**src/rtl/contour_vertex_buffer_unit_assert.svh**
```systemverilog
// Assertion macros shared by the contour vertex buffer.
// Each property is sampled on the rising clock edge and is off during reset.
`ifndef CONTOUR_VERTEX_BUFFER_UNIT_ASSERT_SVH
`define CONTOUR_VERTEX_BUFFER_UNIT_ASSERT_SVH

`ifndef SYNTHESIS

// The consequent must hold in the same cycle as the antecedent.
`define CVB_ASSERT_IMPL(label, ante, cons, msg) \
   label: assert property (@(posedge clock) disable iff (reset) (ante) |-> (cons)) \
      else $error(msg);

// The consequent must hold in the cycle after the antecedent.
`define CVB_ASSERT_NEXT(label, ante, cons, msg) \
   label: assert property (@(posedge clock) disable iff (reset) (ante) |=> (cons)) \
      else $error(msg);

`else

`define CVB_ASSERT_IMPL(label, ante, cons, msg)
`define CVB_ASSERT_NEXT(label, ante, cons, msg)

`endif

`endif

```
**src/rtl/cvb_ram.sv**
```systemverilog
module cvb_ram #(
   parameter int WIDTH = 32,
   parameter int DEPTH = 64
) (
   input  logic                     clock,
   input  logic                     wr_en,
   input  logic [$clog2(DEPTH)-1:0] wr_addr,
   input  logic [WIDTH-1:0]         wr_data,
   input  logic [$clog2(DEPTH)-1:0] rd_addr,
   output logic [WIDTH-1:0]         rd_data
);

   logic [WIDTH-1:0] mem [DEPTH];

   // One write port and one registered read port.
   always_ff @(posedge clock) begin
      if (wr_en) begin
         mem[wr_addr] <= wr_data;
      end
      rd_data <= mem[rd_addr];
   end

endmodule

```
**config.mk**
```make
export PLATFORM = sky130hd
export DESIGN_NAME = cvb_ram
export DESIGN_NICKNAME = d
export VERILOG_FILES = /design/src/rtl/contour_vertex_buffer_unit_assert.svh /design/src/rtl/cvb_ram.sv
export SDC_FILE = /design/constraint.sdc
export NUM_CORES = 2
export LEC_CHECK = 0
export BUFFER_PORTS_ARGS = -buffer_cell sky130_fd_sc_hd__buf_2
export CELL_PAD_IN_SITES_DETAIL_PLACEMENT = 1
export CELL_PAD_IN_SITES_GLOBAL_PLACEMENT = 1
export CORE_UTILIZATION = 35
export CTS_CLUSTER_DIAMETER = 150
export DETAILED_ROUTE_END_ITERATION = 10
export PLACE_DENSITY_LB_ADDON = 0.1
export SLEW_MARGIN = 20
export SYNTH_ARGS = -nofsm -noshare
export SYNTH_HDL_FRONTEND = slang
export SYNTH_SLANG_ARGS = --single-unit
```
**constraint.sdc**
```tcl
create_clock -name clock -period 4.9 [get_ports clock]
set_clock_uncertainty 0.1 [all_clocks]
set_input_delay 0.245 -clock clock [delete_from_list [all_inputs] [get_ports clock]]
set_output_delay 0.245 -clock clock [all_outputs]
set_load 0.05 [all_outputs]
```
==> results.yml <==
outcome:
  status: "finished, final reports clean"
drt:
  drc: 0
  wirelength_um: 233800
  routed_via_density: 5.415
  wl_per_cell_um: 34.33
  first_pass_iters: 5
  dr.first_iter.drc_count: 3408
  vias: 36870
  final_antenna_net_count: 0
finish:
  final_cell_area_um2: 91380
  finalCoreUtilization: 0.4106
  final_nets: 3689
  area_delta_synth_final_pct: 16.38
  nFillCells: 20500
  drive_gt1_frac: 0.3098
clock_network:
  cts.htree.levels: 4
  cts-root-buf: "clkbuf_16"
  clk_pin_slew_worst_paths_ns: 0.06
  cts_buffers: 220
  cts_buffer_depth: 3
  cts_sinks: 2080
  clk_latency_ns: 0.86
  tritoncts: "done"
  cts_resized: 0
power:
  swShare: 0.2171
  switchingPower_mw: 8.350
  powerDensity_nw_per_um2: 420.8
  power_frac_clock: 0.434
  leakage_nw: 28.33
  p_int_mw: 30.10
  peakVddDrop_mv: 0.2786
  comb_power_share: 0.052
  seq_power_share: 0.514
floorplanning:
  die_w_um: 475.6
  die_area_um2: 226200
  die_h_um: 475.6
  core_area_um2: 222500
  start_util: 0.3528
  io_pins: 78
  row_count: 173
synth:
  yosysUniqueCellTypes: 34
  synth_warnings: 0
  ys_ff_latch: 2080
  yosysSeqAreaShare: 0.7914
  synthesis.area_um2: 78520
  synth_fp_nets: 3370
  synthCells: 3324
  avgSynthCellArea_um2: 23.62
global_route:
  grt_remaining_overflow: 0
  grt_pass1_wl_um: 322700
  grt_antenna_before_repair: 11
  grt_max_degree: 78
  grt_pass1_vias: 39550
  track_usage: 0.2084
setup_path:
  end_kind: "register"
  crit_path_start: "rd_addr[0]"
  reg2reg_slack_ns: 2.32
  worstPathArrival_ns: 3.47
  cp_common_cell: "mux4_2"
  setup.worst_path.start_class: "primary input"
  rr_startpoint: "mem[28][16]$_DFFE_PP_"
  crit_type: "in2reg"
  critPathRequiredTime_ns: 5.45
  crit_chain: "buf_8, buf_12, mux4_2, mux4_2, o22ai_1, nor2_1"
  critPathMaxFanout: 62
  cpMaxStageDelayCell: "o22ai_1"
  crit_path_max_incr_delay_ns: 0.65
placed_design:
  hpwl_um: 129900
  portBuffers: 77
  place_area_um2: 83800
  gp_congestion: 0.7550
sta:
  fin_crit_sh: 0.5957
  tightestPinTransition_ns: 1.136
  rsz0062_at_grt: "false"
  setup_viol: 0
  drv_slew: 0
  min_period_ns: 2.919
  slew_headroom: 0.2406
  final_hold_viol_count: 0
  fin_setup_tns_ns: 0
  max_freq_ghz: 0.3426
job:
  maxCapViolations: 0
hold_path:
  hold_class: "in2reg"
  min-delay-start: "wr_data[0]"
cell usage after synthesis:
cell,n,share of area
nor3_1,7,0.00045
clkbuf_1,74,0.0035
buf_2,57,0.0036
and3_1,4,0.00032
buf_6,5,0.00072
mux4_2,544,0.16
and2_1,2,0.00016
buf_4,25,0.0024
a21oi_1,62,0.0040
nand3_1,5,0.00032
or2_1,1,0.000080
a31oi_1,1,0.000080
a311oi_1,8,0.00089
nand2b_1,8,0.00064
a22oi_1,12,0.0011
or3b_1,2,0.00022
nor2_1,137,0.0065
nand4_1,2,0.00016
or3b_2,3,0.00033
or2_2,1,0.000080
nand3b_1,5,0.00048
or2_0,1,0.000080
o22ai_1,84,0.0067
dfxtp_1,32,0.0082
edfxtp_1,2048,0.78
o32ai_1,4,0.00045
a41o_1,4,0.00051
or3_1,3,0.00024
nand4b_1,1,0.00011
buf_1,21,0.0010
nor2b_1,15,0.0012
nand2_1,26,0.0012
mux2i_1,93,0.012
o221ai_1,27,0.0030
kinds of logic after synthesis:
group,after synthesis,share of synthesized area
AOI/OAI and AO/OA,202,0.01673
DFF,2080,0.7914
and+or+nand+nor,223,0.01265
buffers and inverters,182,0.01128
muxes,637,0.1679
layout make-up:
type | instances | area [um2] | area share
Clock buffer | 289 | 6050 | 0.06620
Multi-Input combinational cell | 1062 | 15970 | 0.1748
Antenna cell | 3 | 7.507 | 0.00008216
Timing Repair Buffer | 279 | 2286 | 0.02502
Sequential cell | 2080 | 62140 | 0.6800
Clock inverter | 121 | 1201 | 0.01315
Tap cell | 2975 | 3722 | 0.04074
power groups by stage:
stage | clock (mW) | sequential (mW) | combinational (mW)
after floorplan | 0 | 20.2 | 0.958
after global placement | 0 | 20.2 | 1.99
after detailed placement | 0 | 20.2 | 2.03
after CTS | 17.1 | 19.8 | 2.05
after global routing | 17.6 | 19.8 | 2.12
final | 16.7 | 19.8 | 2.00
metrics by stage:
step                instances  hold WS, ns  power (mW)  setup slack [ns]
floorplan                3324       0.2439       21.20             1.395
global placement         6364       0.6153       22.15            0.9742
detailed placement       6365       0.6224       22.19            0.9089
CTS                      6801     0.004410       38.89             1.879
global route             6808      0.05987       39.53             1.939
finish                   6809      0.04487       38.45             1.981
cells in the final DEF (no fill, tap or decap), types with 6 or more instances in the layout:
cell type,count
buf_4,156
buf_12,19
bufinv_16,20
mux2i_1,93
clkbuf_1,45
clkbuf_8,20
dfxtp_1,32
a22oi_1,12
clkinv_2,46
clkinv_1,40
nor2b_1,15
buf_2,68
dlygate4sd3_1,31
nand2b_1,6
edfxtp_1,2048
o22ai_1,84
nor2_1,75
clkbuf_16,224
a311oi_1,8
o221ai_1,27
nand2_1,26
a21oi_1,62
mux4_2,544
nor2_4,62
what timing repair did:
item,CTS,global route
hold endpoints to repair,1399,320
endpoints found under the setup margin,0,0
hold buffers,26,5
setup buffers,0,0
path summary, 6_finish.rpt:
| path | to | cells past startpoint |
|---|---|---|
| worst max-delay path | rd_data[16]$_DFF_P_ | 6 |
| worst min-delay path | mem[36][0]$_DFFE_PP_ | 1 |
| worst max register to register | rd_data[16]$_DFF_P_ | 4 |
| worst min register to register | rd_data[17]$_DFF_P_ | 4 |
sequential cells by signal (all words and copies together), names as in the netlist:
register  flops
mem        2048
rd_data      32
worst max-delay path: cells and delay by family:
| kind | cells | cell delay (ns) |
|---|---|---|
| and+or+nand+nor | 1 | 0.27 |
| muxes | 2 | 1.11 |
| buffers and inverters | 2 | 0.95 |
| AOI/OAI and AO/OA | 1 | 0.65 |
routing by layer:
metal  GRT usage  vias to the layer above  part of all wire
met4     0.04400                        2             0.017
li1            -                    14930                 -
met3     0.02896                      249             0.042
met1      0.2898                    20780              0.44
met2      0.3489                      908              0.50
met5           0                        -          0.000056
(Power assumes the default switching activity.)
