File: src/rtl/contour_vertex_buffer_unit_assert.svh
// Assertion macros shared by the contour vertex buffer.
// Each property is sampled on the rising clock edge and is off during reset.
`ifndef CONTOUR_VERTEX_BUFFER_UNIT_ASSERT_SVH
`define CONTOUR_VERTEX_BUFFER_UNIT_ASSERT_SVH

`ifndef SYNTHESIS

// The consequent must hold in the same cycle as the antecedent.
`define CVB_ASSERT_IMPL(label, ante, cons, msg) \
   label: assert property (@(posedge clock) disable iff (reset) (ante) |-> (cons)) \
      else $error(msg);

// The consequent must hold in the cycle after the antecedent.
`define CVB_ASSERT_NEXT(label, ante, cons, msg) \
   label: assert property (@(posedge clock) disable iff (reset) (ante) |=> (cons)) \
      else $error(msg);

`else

`define CVB_ASSERT_IMPL(label, ante, cons, msg)
`define CVB_ASSERT_NEXT(label, ante, cons, msg)

`endif

`endif

File: src/rtl/cvb_pkg.sv
package cvb_pkg;

   // Vertex store geometry.
   localparam int DEPTH = 64;
   localparam int AW    = $clog2(DEPTH);
   localparam int CW    = $clog2(DEPTH + 1);

   // Operation codes of one request transfer.
   typedef enum logic [1:0] {
      OP_RESET,
      OP_APPEND,
      OP_LOOKUP,
      OP_EVICT
   } op_type;

   // One stored vertex: four-axis pose and cumulative arc position.
   typedef struct packed {
      logic [31:0] x;
      logic [31:0] y;
      logic [31:0] u;
      logic [31:0] v;
      logic [31:0] arc;
   } vertex_type;

   // Commands of the shared arithmetic unit.
   typedef enum logic [1:0] {
      ALU_MUL,
      ALU_SQRT,
      ALU_DIV
   } alu_kind_type;

   typedef struct packed {
      logic         start;
      alu_kind_type kind;
   } alu_cmd_type;

   typedef struct packed {
      logic busy;
      logic done;
   } alu_sts_type;

   // Physical slot of the logical entry i of the ring that starts at oldest.
   function automatic logic [AW-1:0] phys(input logic [AW-1:0] oldest,
                                          input logic [CW-1:0] i);
      logic [CW:0] sum;
      sum = (CW+1)'(oldest) + (CW+1)'(i);
      if (sum >= (CW+1)'(DEPTH)) begin
         sum = sum - (CW+1)'(DEPTH);
      end
      return sum[AW-1:0];
   endfunction

   // One axis of a vertex pose.
   function automatic logic [31:0] vtx_axis(input vertex_type e, input logic [1:0] k);
      logic [31:0] r;
      unique case (k)
         2'd0:    r = e.x;
         2'd1:    r = e.y;
         2'd2:    r = e.u;
         default: r = e.v;
      endcase
      return r;
   endfunction

   // Signed difference b - a of two Q16.16 values; sign bit at the top.
   function automatic logic [32:0] sdiff(input logic [31:0] b, input logic [31:0] a);
      return {b[31], b} - {a[31], a};
   endfunction

   // Magnitude of a 33-bit signed difference of two 32-bit values.
   function automatic logic [31:0] dmag(input logic [32:0] d);
      logic [32:0] n;
      n = -d;
      return d[32] ? n[31:0] : d[31:0];
   endfunction

endpackage

File: src/rtl/cvb_alu.sv
module cvb_alu (
   input  logic                clock,
   input  logic                reset,
   input  cvb_pkg::alu_cmd_type cmd,
   input  logic [31:0]         opa,
   input  logic [31:0]         opb,
   input  logic [63:0]         rad,
   input  logic [31:0]         dvs,
   output cvb_pkg::alu_sts_type sts,
   output logic [63:0]         result
);
   import cvb_pkg::*;

   logic         busy_ff, busy_in;
   logic         done_ff, done_in;
   alu_kind_type kind_ff, kind_in;
   logic [4:0]   cnt_ff, cnt_in;
   logic [63:0]  work_ff, work_in;
   logic [34:0]  rem_ff, rem_in;
   logic [31:0]  quo_ff, quo_in;
   logic [63:0]  prod_ff, prod_in;
   logic [31:0]  dvs_ff, dvs_in;

   logic [34:0]  rem_sh;
   logic [34:0]  trial;
   logic         fits;

   // Shared restoring step: square root takes two bits, division one bit per cycle.
   always_comb begin
      if (kind_ff == ALU_SQRT) begin
         rem_sh = {rem_ff[32:0], work_ff[63:62]};
         trial  = {1'b0, quo_ff, 2'b01};
      end else begin
         rem_sh = {2'b00, rem_ff[31:0], work_ff[63]};
         trial  = {3'b000, dvs_ff};
      end
      fits = rem_sh >= trial;
   end

   // Next-state logic.
   always_comb begin
      busy_in = busy_ff;
      done_in = 1'b0;
      kind_in = kind_ff;
      cnt_in  = cnt_ff;
      work_in = work_ff;
      rem_in  = rem_ff;
      quo_in  = quo_ff;
      prod_in = prod_ff;
      dvs_in  = dvs_ff;
      if (cmd.start) begin
         kind_in = cmd.kind;
         cnt_in  = 5'd31;
         quo_in  = '0;
         unique case (cmd.kind)
            ALU_MUL: begin
               prod_in = opa * opb;
               done_in = 1'b1;
            end
            ALU_SQRT: begin
               work_in = rad;
               rem_in  = '0;
               busy_in = 1'b1;
            end
            ALU_DIV: begin
               work_in = {rad[31:0], 32'd0};
               rem_in  = {3'b000, rad[63:32]};
               dvs_in  = dvs;
               busy_in = 1'b1;
            end
            default: begin
               done_in = 1'b1;
            end
         endcase
      end else if (busy_ff) begin
         rem_in  = fits ? rem_sh - trial : rem_sh;
         quo_in  = {quo_ff[30:0], fits};
         work_in = (kind_ff == ALU_SQRT) ? {work_ff[61:0], 2'b00} : {work_ff[62:0], 1'b0};
         cnt_in  = cnt_ff - 5'd1;
         if (cnt_ff == 5'd0) begin
            busy_in = 1'b0;
            done_in = 1'b1;
         end
      end
   end

   always_ff @(posedge clock) begin
      if (reset) begin
         busy_ff <= 1'b0;
         done_ff <= 1'b0;
      end else begin
         busy_ff <= busy_in;
         done_ff <= done_in;
      end
      kind_ff <= kind_in;
      cnt_ff  <= cnt_in;
      work_ff <= work_in;
      rem_ff  <= rem_in;
      quo_ff  <= quo_in;
      prod_ff <= prod_in;
      dvs_ff  <= dvs_in;
   end

   assign sts.busy = busy_ff;
   assign sts.done = done_ff;
   assign result   = (kind_ff == ALU_MUL) ? prod_ff : {32'd0, quo_ff};

endmodule

File: config.mk
export PLATFORM = sky130hd
export DESIGN_NAME = cvb_alu
export DESIGN_NICKNAME = d
export VERILOG_FILES = /design/src/rtl/contour_vertex_buffer_unit_assert.svh /design/src/rtl/cvb_pkg.sv /design/src/rtl/cvb_alu.sv
export SDC_FILE = /design/constraint.sdc
export NUM_CORES = 2
export LEC_CHECK = 0
export ABC_AREA = 1
export BUFFER_PORTS_ARGS = -buffer_cell sky130_fd_sc_hd__buf_2
export CAP_MARGIN = 40
export CORE_MARGIN = 1.5
export CORE_UTILIZATION = 46
export CTS_BUF_LIST = sky130_fd_sc_hd__clkbuf_8
export DETAILED_ROUTE_END_ITERATION = 10
export GPL_TIMING_DRIVEN = 0
export PLACE_DENSITY = 0.61
export SLEW_MARGIN = 20
export SYNTH_ARGS = -nofsm -noshare
export SYNTH_HDL_FRONTEND = slang
export SYNTH_SLANG_ARGS = --single-unit
File: constraint.sdc
create_clock -name clock -period 8.02 [get_ports clock]
set_input_delay 0.802 -clock clock [delete_from_list [all_inputs] [get_ports clock]]
set_output_delay 0.802 -clock clock [all_outputs]
set_load 0.03 [all_outputs]
==> run_results.csv <==
group,metric,value,unit
detailed_routing,drt-total-wl,191000,um
logic_synthesis,synth_edf_count,195,
floorplanning,start_util,46.6,%
grt,grt_max_degree,63,
logic_synthesis,synth-main-ff-cell,"edfxtp_1",
timing,worstMarginPinSlew,0.973,ns
logic_synthesis,avgSynthCellArea,7.64,um^2
worst_setup_path,path_delay_family,"adder cells",
floorplanning,die-area,0.107,mm^2
layout,final_net_count,8076,
flow_run,max-cap-violations,0,
clock_tree,clk_pin_slew,0.06,ns
layout,area_growth,10.1,%
worst_setup_path,setup.worst_path.class,"input port to register",
timing,rsz0062_at_grt,"no",
timing,hold_viol_final,0,
logic_synthesis,netlist_area,0.0485,mm^2
logic_synthesis,async_reset_ff_share,0,%
grt,antenna_found_initial,7,
worst_setup_path,slowest_delay,0.73,ns
floorplanning,num_rows,118,
clock_tree,cts_hold_buf,0,
grt,grt_pass1_wl,279000,um
worst_setup_path,slowest_stage,"fa_1",
timing,relSlewSlack,35.2,%
detailed_routing,drc,0,
layout,post-route-util,51.3,%
clock_tree,cts_buffers,40,
grt,grt-ovfl-total,0,
run_status,outcome,"complete, no violations",
clock_tree,post-cts-setup-buffers,0,
worst_setup_path,r2r_slack,3.30,ns
clock_tree,cts_sinks,234,
logic_synthesis,synth_cell_types,47,
timing,max_freq,0.128,GHz
placed_design,gp_congestion,1.04,
layout,fill_cells,10400,
layout,drive_gt1_share,6.55,%
clock_tree,clk_latency,0.60,ns
floorplanning,fp.dieW,328,um
floorplanning,core,0.104,mm^2
placed_design,port-buffer-count,230,
hold_path,hold_class,"input port to register",
floorplanning,num_io_pins,231,
hold_path,holdCritStartpoint,"dvs[9]",
worst_setup_path,arrival,8.09,ns
clock_tree,cts_root_buf,"clkbuf_8",
logic_synthesis,synth_warnings,0,
clock_tree,htree_levels,2,
worst_setup_path,reg2reg_from,"kind_ff[1]",
layout,seq_area,0.00664,mm^2
worst_setup_path,crit_chain,"buf_2, clkbuf_1, nand2_1, inv_1, fa_1, fa_1, inv_1, fa_1, fa_1, inv_1, fa_1, fa_1, fa_1, fa_1, ha_1, a21oi_1, o21ai_0, a21oi_1, nand3_1, nand2_1, nand2_1, xor2_1",
detailed_routing,final_antenna_net_count,0,
grt,gr-usage-all-layers,35.8,%
worst_setup_path,reg2reg_to,"rem_ff[26]",
clock_tree,tritoncts,"yes",
floorplanning,die_y,328,um
worst_setup_path,rr_worst_depth,18,
worst_setup_path,crit_buf_inv,5,
timing,finalCritPeriodShare,97.1,%
logic_synthesis,ys_seq_area_share,13.7,%
timing,finalSetupViolCount,0,
detailed_routing,drt-pass1-iter-count,8,
detailed_routing,vias,43000,
hold_path,whs_path_depth,1,
detailed_routing,wl_per_cell,23.5,um
placed_design,dp_hpwl,167000,um
clock_tree,cts.path.max_buffers,3,
timing,min_period,7.79,ns
worst_setup_path,crit_top_cell,"fa_1",
worst_setup_path,cp-start-kind,"input port",
worst_setup_path,worstPathRequired,8.33,ns
timing,maxSlewViolCount,0,
layout,multiInputGateArea,0.0337,mm^2
worst_setup_path,critPathMaxFanout,14,
logic_synthesis,syn_nets,7706,
logic_synthesis,ys_seq_elements,234,
logic_synthesis,netlist_instances,6343,
hold_path,hold_end,"dvs_ff[9]",
worst_setup_path,crit_path_end_kind,"register",
detailed_routing,vias_per_cell,5.29,
timing,finalClockSkew,0.0369,ns
detailed_routing,drt_iter0_drc,4261,
grt,grt_pass1_vias,43400,
cells in the mapped netlist (all sizes together), types with 19 or more instances:
library cell	instances	area share, %
o22ai	61	0.79
fa	897	37
xor2	39	0.70
buf	33	0.38
a21oi	124	1.3
ha	301	7.8
clkbuf	238	1.8
nand4	19	0.25
nor3	21	0.24
inv	1872	14
nand3	144	1.5
o21ai	219	2.3
xnor2	19	0.34
edfxtp	195	12
dfxtp	39	1.6
nand2	1742	14
o221ai	32	0.58
nor2	267	2.1
layout make-up:
class | instances | area share (%)
timing repair buffer | 331 | 4.46
sequential | 234 | 12.4
multi-input combinational | 3959 | 63.2
antenna | 4 | 0.0188
clock buffer | 43 | 1.11
inverter | 1879 | 13.2
tap | 1380 | 3.24
buffer | 268 | 2.02
clock inverter | 30 | 0.295
timing repair:
item | in CTS | in global routing
setup endpoints to repair | 0 | 25
hold endpoints to repair | 0 | 0
gates resized for setup | 0 | 20
routing by layer:
metal	track usage (%)	vias to the layer above	routed length, um
met5	0	-	11
met4	22.2	2	14200
met3	6.29	532	17300
met2	58.6	2185	88800
met1	44.0	21200	70700
li1	-	19100	-
cells by family after synthesis:
logic type / Yosys count / synth area share (%)
and+or+nand+nor: 2223 / 18.1
DFF: 234 / 13.7
xor gates and xnor gates: 58 / 1.05
AOI/OAI and AO/OA: 480 / 5.60
adders and majority gates: 1198 / 44.8
buffers and inverters: 2150 / 16.8
worst reg2reg max path, stage by stage, from the launching register on:
cell,delay (ns)
edfxtp_1,0.40
nor2_2,0.24
clkbuf_1,0.39
clkbuf_1,0.50
clkbuf_1,0.51
o21ai_0,0.31
ha_1,0.45
nand2_1,0.15
nor2_1,0.16
nand2_1,0.12
nor2_1,0.12
nand2_1,0.12
a21oi_2,0.20
nor2_4,0.10
nand2_8,0.10
buf_6,0.18
nand3_1,0.21
nand2_1,0.13
nand2_1,0.07
stage by stage:
| step | area (um^2) | worst slack, ns | instances | setup TNS, ns | hold WS, ns |
|---|---|---|---|---|---|
| CTS | 53200 | 0.179 | 8112 | 0 | 0.328 |
| global placement | 51400 | -0.573 | 7953 | -15.02 | 0.480 |
| finish | 53400 | 0.234 | 8128 | 0 | 0.373 |
| detailed placement | 52400 | -0.433 | 8039 | -8.61 | 0.488 |
| global route | 53400 | 0.0292 | 8127 | 0 | 0.348 |
| floorplan | 48500 | 1.26 | 6343 | 0 | 0.456 |
sequential cells by signal, indices dropped and copies added (netlist names):
register,flops
work_ff,64
kind_ff,2
quo_ff,32
cnt_ff,5
done_ff,1
busy_ff,1
dvs_ff,32
prod_ff,64
rem_ff,33
worst max path at each step:
stage	start	slack, ns	end	cells after the start
after detailed placement	opa[20]	-0.43	prod_ff[35]	24
after floorplan	opb[9]	1.26	prod_ff[63]	27
after CTS	opa[20]	0.18	prod_ff[35]	24
after global placement	opb[13]	-0.57	prod_ff[35]	24
after global routing	opb[15]	0.03	prod_ff[63]	29
final	opa[13]	0.23	prod_ff[35]	22
layout by cell type (no fill, tap or decap), types with 6 or more instances in the layout:
| master | count |
|---|---|
| nand3b_1 | 16 |
| ha_1 | 301 |
| edfxtp_1 | 195 |
| nor2_2 | 6 |
| nor4_1 | 6 |
| o21ai_1 | 11 |
| o21bai_1 | 14 |
| nor3_1 | 19 |
| o211ai_1 | 16 |
| buf_1 | 12 |
| dfxtp_1 | 39 |
| xnor2_1 | 19 |
| nor2_1 | 259 |
| inv_1 | 1883 |
| o22ai_1 | 61 |
| buf_6 | 88 |
| nand2_1 | 1735 |
| buf_8 | 14 |
| clkbuf_8 | 43 |
| clkinv_1 | 13 |
| clkbuf_1 | 224 |
| fa_1 | 896 |
| xor2_1 | 39 |
| clkbuf_2 | 11 |
| nand3_1 | 144 |
| a21oi_1 | 122 |
| o221ai_1 | 32 |
| buf_2 | 244 |
| nand4_1 | 19 |
| o21ai_0 | 208 |
Power is not shown: default switching activity piles up to over one toggle a cycle in this logic, so the estimate is an artifact.
